===== config.mk =====
export PLATFORM = sky130hd
export DESIGN_NAME = agc_sorter
export DESIGN_NICKNAME = d
export VERILOG_FILES = /design/src/design/agc_pkg.sv /design/src/design/agc_sorter.sv
export SDC_FILE = /design/constraint.sdc
export NUM_CORES = 2
export LEC_CHECK = 0
export ABC_AREA = 0
export BUFFER_PORTS_ARGS = -buffer_cell sky130_fd_sc_hd__clkbuf_2
export CORE_ASPECT_RATIO = 0.75
export CORE_MARGIN = 2
export CORE_UTILIZATION = 53
export CTS_CLUSTER_SIZE = 30
export DETAILED_ROUTE_END_ITERATION = 12
export GPL_TIMING_DRIVEN = 0
export PLACE_DENSITY_LB_ADDON = 0.2
export RECOVER_POWER = 100
export SLEW_MARGIN = 15
export SYNTH_ARGS = -nofsm -noshare
export SYNTH_HDL_FRONTEND = slang
export SYNTH_SLANG_ARGS = --single-unit

===== constraint.sdc =====
create_clock -name clk -period 2.57 [get_ports clk]
set_input_delay 0.514 -clock clk [delete_from_list [all_inputs] [get_ports clk]]
set_output_delay 0.514 -clock clk [all_outputs]
set_load 0.05 [all_outputs]

===== src/design/agc_pkg.sv =====
// ----------------------------------------------------------------------------
// agc_pkg
// Shared types and constants of the anagram group classifier.
// ----------------------------------------------------------------------------
package agc_pkg;

    localparam int MAX_GROUPS  = 64;
    localparam int MAX_KEY_LEN = 64;
    localparam int GROUP_W     = $clog2(MAX_GROUPS);
    localparam int USED_W      = $clog2(MAX_GROUPS + 1);
    localparam int LEN_W       = $clog2(MAX_KEY_LEN + 2);
    localparam int POS_W       = $clog2(MAX_KEY_LEN);
    localparam int KEY_W       = 8 * MAX_KEY_LEN;
    localparam int COUNT_W     = 16;

    localparam logic [1:0] STATUS_OK       = 2'd0;
    localparam logic [1:0] STATUS_FULL     = 2'd1;
    localparam logic [1:0] STATUS_TOO_LONG = 2'd2;

    typedef struct packed {
        logic [7:0] char_code;
        logic       last_char;
    } item_t;

    typedef struct packed {
        logic [5:0]  group_index;
        logic        new_group;
        logic [15:0] group_size;
        logic [1:0]  status;
    } result_t;

endpackage


===== src/design/agc_sorter.sv =====
// ----------------------------------------------------------------------------
// agc_sorter
// Insertion sorter: a row of byte cells kept in ascending order as bytes
// arrive, with a saturating word length counter.
// ----------------------------------------------------------------------------
module agc_sorter
    import agc_pkg::*;
(
    input  logic             clk,
    input  logic             rst_n,
    input  logic             push,
    input  logic [7:0]       char_code,
    input  logic             clear,
    output logic [KEY_W-1:0] key,
    output logic [LEN_W-1:0] key_len
);

    logic [7:0]       cell_reg [MAX_KEY_LEN];
    logic [7:0]       cell_next [MAX_KEY_LEN];
    logic [LEN_W-1:0] len_reg;
    logic [LEN_W-1:0] len_next;
    logic             gt [MAX_KEY_LEN];

    always_comb
    begin
        for (int i = 0; i < MAX_KEY_LEN; i++)
        begin
            gt[i] = (LEN_W'(i) >= len_reg) || (cell_reg[i] > char_code);
        end
        cell_next[0] = gt[0] ? char_code : cell_reg[0];
        for (int i = 1; i < MAX_KEY_LEN; i++)
        begin
            cell_next[i] = cell_reg[i];
            if (gt[i])
            begin
                cell_next[i] = gt[i-1] ? cell_reg[i-1] : char_code;
            end
        end
        len_next = len_reg;
        if (clear)
        begin
            len_next = '0;
        end
        else if (push && (len_reg <= LEN_W'(MAX_KEY_LEN)))
        begin
            len_next = len_reg + LEN_W'(1);
        end
        for (int i = 0; i < MAX_KEY_LEN; i++)
        begin
            key[8*i +: 8] = (LEN_W'(i) < len_reg) ? cell_reg[i] : 8'd0;
        end
    end

    assign key_len = len_reg;

    always_ff @(posedge clk or negedge rst_n)
    begin
        if (!rst_n)
        begin
            len_reg <= '0;
        end
        else
        begin
            len_reg <= len_next;
        end
    end

    always_ff @(posedge clk)
    begin
        if (push && (len_reg < LEN_W'(MAX_KEY_LEN)))
        begin
            for (int i = 0; i < MAX_KEY_LEN; i++)
            begin
                cell_reg[i] <= cell_next[i];
            end
        end
    end

endmodule


==> flow_metrics.tcl <==
set metrics [dict create \
    start_util_pct 53.5 \
    die_height_um 234 \
    first_pass_grt_wire_length_mm 199 \
    via_count 32378 \
    cts_max_level 2 \
    timing.rr.start "key_len[2]" \
    power_frac_comb_pct 17.9 \
    antenna_found_initial 11 \
    avgSynthCellArea_um2 11.3 \
    design.final.nets 4648 \
    postRouteAntennaNets 0 \
    synth_async_sr_flop_share_pct 1.35 \
    violations "negative setup slack" \
    yosys-top-cells-area "edfxtp_1 (41%), ha_1 (17%), mux2_2 (15%)" \
    dr.pass1.iters 8 \
    fin_util_pct 72.1 \
    synthDistinctLibCells 68 \
    maxClockFrequency_mhz 323 \
    mappedNetlistArea_um2 37500 \
    fin_crit_ps 3090 \
    cts.sinks 519 \
    drc_violations 0 \
    globalplace.congestion 0.950 \
    holdCritPathClass "in2reg" \
    largest_reg_flops 512 \
    floorplan.io_pins 531 \
    power_report.internal_total_mw 16.1 \
    flow.area_growth_from_synthesis_pct 34.8 \
    start_kind "register" \
    timing.final.max_slew_violations 0 \
    irDropWorstVdd_mv 0.517 \
    synthDominantCellAreaShare_pct 41.0 \
    crit_start "key_len[1]" \
    ys_seq_elements 519 \
    drtIter0Drc 3586 \
    multi_input_area_um2 23500 \
    worst_skew_pair.late_latency_ps 640 \
    cts_tree "done" \
    fin_tns_setup_ps -366880 \
    setup.worst_path.end_class "output pin" \
    routed_via_density 6.33 \
    synth_common_cells "edfxtp_1 (512), ha_1 (508), mux2_2 (488), a21oi_1 (322), and2_1 (307)" \
    timing_worst_setup_path_type "reg2out" \
    coreArea_um2 70100 \
    cts_made_buffers 55 \
    instances_no_fill 5115 \
    placementRows 84 \
    grt_setup_unrepaired "true" \
    pin_count_of_the_biggest_net_entering_global_routing 37 \
    synthDominantAreaCellType "edfxtp_1" \
    sequential_cell_area_fraction_in_the_yosys_report_pct 41.5 \
    global_route.usage.total_pct 37.0 \
    dpl_worst_slack_ps -1880 \
    layout.area.seq_um2 15600 \
    num-fill-cells 4811 \
    postLayoutCellArea_um2 50600 \
    setup_viol 1400 \
    synth-edff-count 512 \
    avgRoutedWirePerCell_um 28.7 \
    hold_path.startpoint "char_code[4]" \
    transition_at_the_pin_with_the_smallest_max_transition_slack_ps 1350 \
    ys_dominant_reg_cell "edfxtp_1" \
    post-route-worst-setup-slack_ps -523 \
    run_status "complete, but fails checks" \
    postSynthCellCount 3306 \
    post-route-period-util_pct 120 \
    grt_total_ovfl 0 \
    required_ps 2060 \
    design.die.area_um2 72900 \
    timing.slew.headroom_pct 10.0 \
    syn-num-nets 3826 \
    timing.clock.skew_ps 29.3 \
    detailedPlacementHpwl_mm 101 \
    share_clk_of_total_power_pct 35.8 \
    post-place-cells 4805 \
    drive_above_1_share_pct 43.3 \
    cellLeakagePower_nw 21.0 \
    clk_root_buffer_cell "clkbuf_16" \
    flop_pwr_share_pct 46.3 \
    yosysMostFrequentCell "edfxtp_1" \
    wl_mm 147 \
    switching_share_pct 28.6 \
    cp_max_fo 10 \
    maximum_capacitance_violations 0 \
    die_width_um 311 \
    placement.io_buffers 530 \
    first_global_vias 30110 \
    arrival_ps 2580 \
    cts-root-to-sink-buffers 3 \
    synth_warnings 0 \
    power_switching_mw 6.43 \
    placement.cell_area_um2 42800 \
    power.density_nw_per_um2 445 \
    clkSlewWorstSetupHoldPaths_ps 70 \
    final_hold_viol_count 0 \
]
## power groups by stage
stage / clock (mW) / sequential [mW] / combinational [mW]
floorplan: 0 / 10.3 / 2.35
global placement: 0 / 10.6 / 3.18
detailed placement: 0 / 10.5 / 3.41
CTS: 7.96 / 10.4 / 3.57
global route: 8.27 / 10.4 / 4.35
finish: 8.06 / 10.4 / 4.02
## cell type report
| type | instances | area share, % |
|---|---|---|
| well taps | 946 | 2.34 |
| multi-input cells | 2564 | 46.4 |
| inverters | 103 | 0.846 |
| repair buffers | 767 | 14.1 |
| diodes | 1 | 0.00495 |
| plain buffers | 118 | 2.18 |
| clock buffers | 73 | 2.94 |
| clock inverters | 24 | 0.438 |
| flip-flops and latches | 519 | 30.8 |
## worst max-delay path: stages (launching register included)
cell       delay, ps
dfrtp_1          430
buf_6            170
or4_4            570
or2_4            280
buf_12           150
and2_4           170
clkbuf_16        170
## what timing repair did
item / 4_1_cts / 5_1_grt
hold endpoints to repair: 7 / 0
hold buffers: 1 / 0
gates resized for setup: 520 / 775
gates cloned: 3 / 12
buffers inserted: 77 / 123
pin swaps: 35 / 74
endpoints found under the setup margin: 1520 / 1520
## routing by layer
layer / vias to the layer above / wire [um] / global-route usage (%)
met4: 4 / 6870 / 16.6
met2: 2118 / 64200 / 55.6
met5: - / 27 / 0
li1: 14045 / - / -
met1: 15806 / 57700 / 51.4
met3: 405 / 18300 / 8.29
## final timing paths
check                                    to  slack (ps)  cells past startpoint
max                                  key[8]        -520                      6
min                          cell_reg[0][4]         170                      1
max reg2reg                 cell_reg[0][72]        -340                     11
min reg2reg                cell_reg[0][136]         580                      1
max in group asynchronous        key_len[2]        1710                      2
min in group asynchronous        key_len[1]         530                      2
## metrics by stage
step / total power, mW / hold WS (ps)
6_report: 22.5 / 168
5_1_grt: 23.1 / 162
4_1_cts: 21.9 / 73.7
3_5_place_dp: 14.0 / 368
3_3_place_gp: 13.7 / 369
2_1_floorplan: 12.7 / 218
## logic make-up (layout without fill, tap and decap cells)
group,Yosys count,in the layout,synth area share [%]
AOI/OAI and AO/OA,573,575,9.08
xor gates and xnor gates,1,1,0.0234
adders and majority gates,508,508,16.9
buffers and inverters,225,1085,2.55
DFF,519,519,41.5
muxes,499,499,15.1
other,0,1,0
and+or+nand+nor,981,981,14.9
## cell usage in the layout (no fill, tap or decap), drive strengths merged, types with 18 or more instances in the layout
cell type / count
buf: 464
o22ai: 37
mux2: 497
clkinv: 18
clkbuf: 492
inv: 94
nand2: 169
nor2b: 222
o211ai: 37
nand4: 121
nor2: 88
edfxtp: 512
and2: 307
ha: 508
o21ai: 128
a21oi: 327
Power figures use the tool's default switching activity.
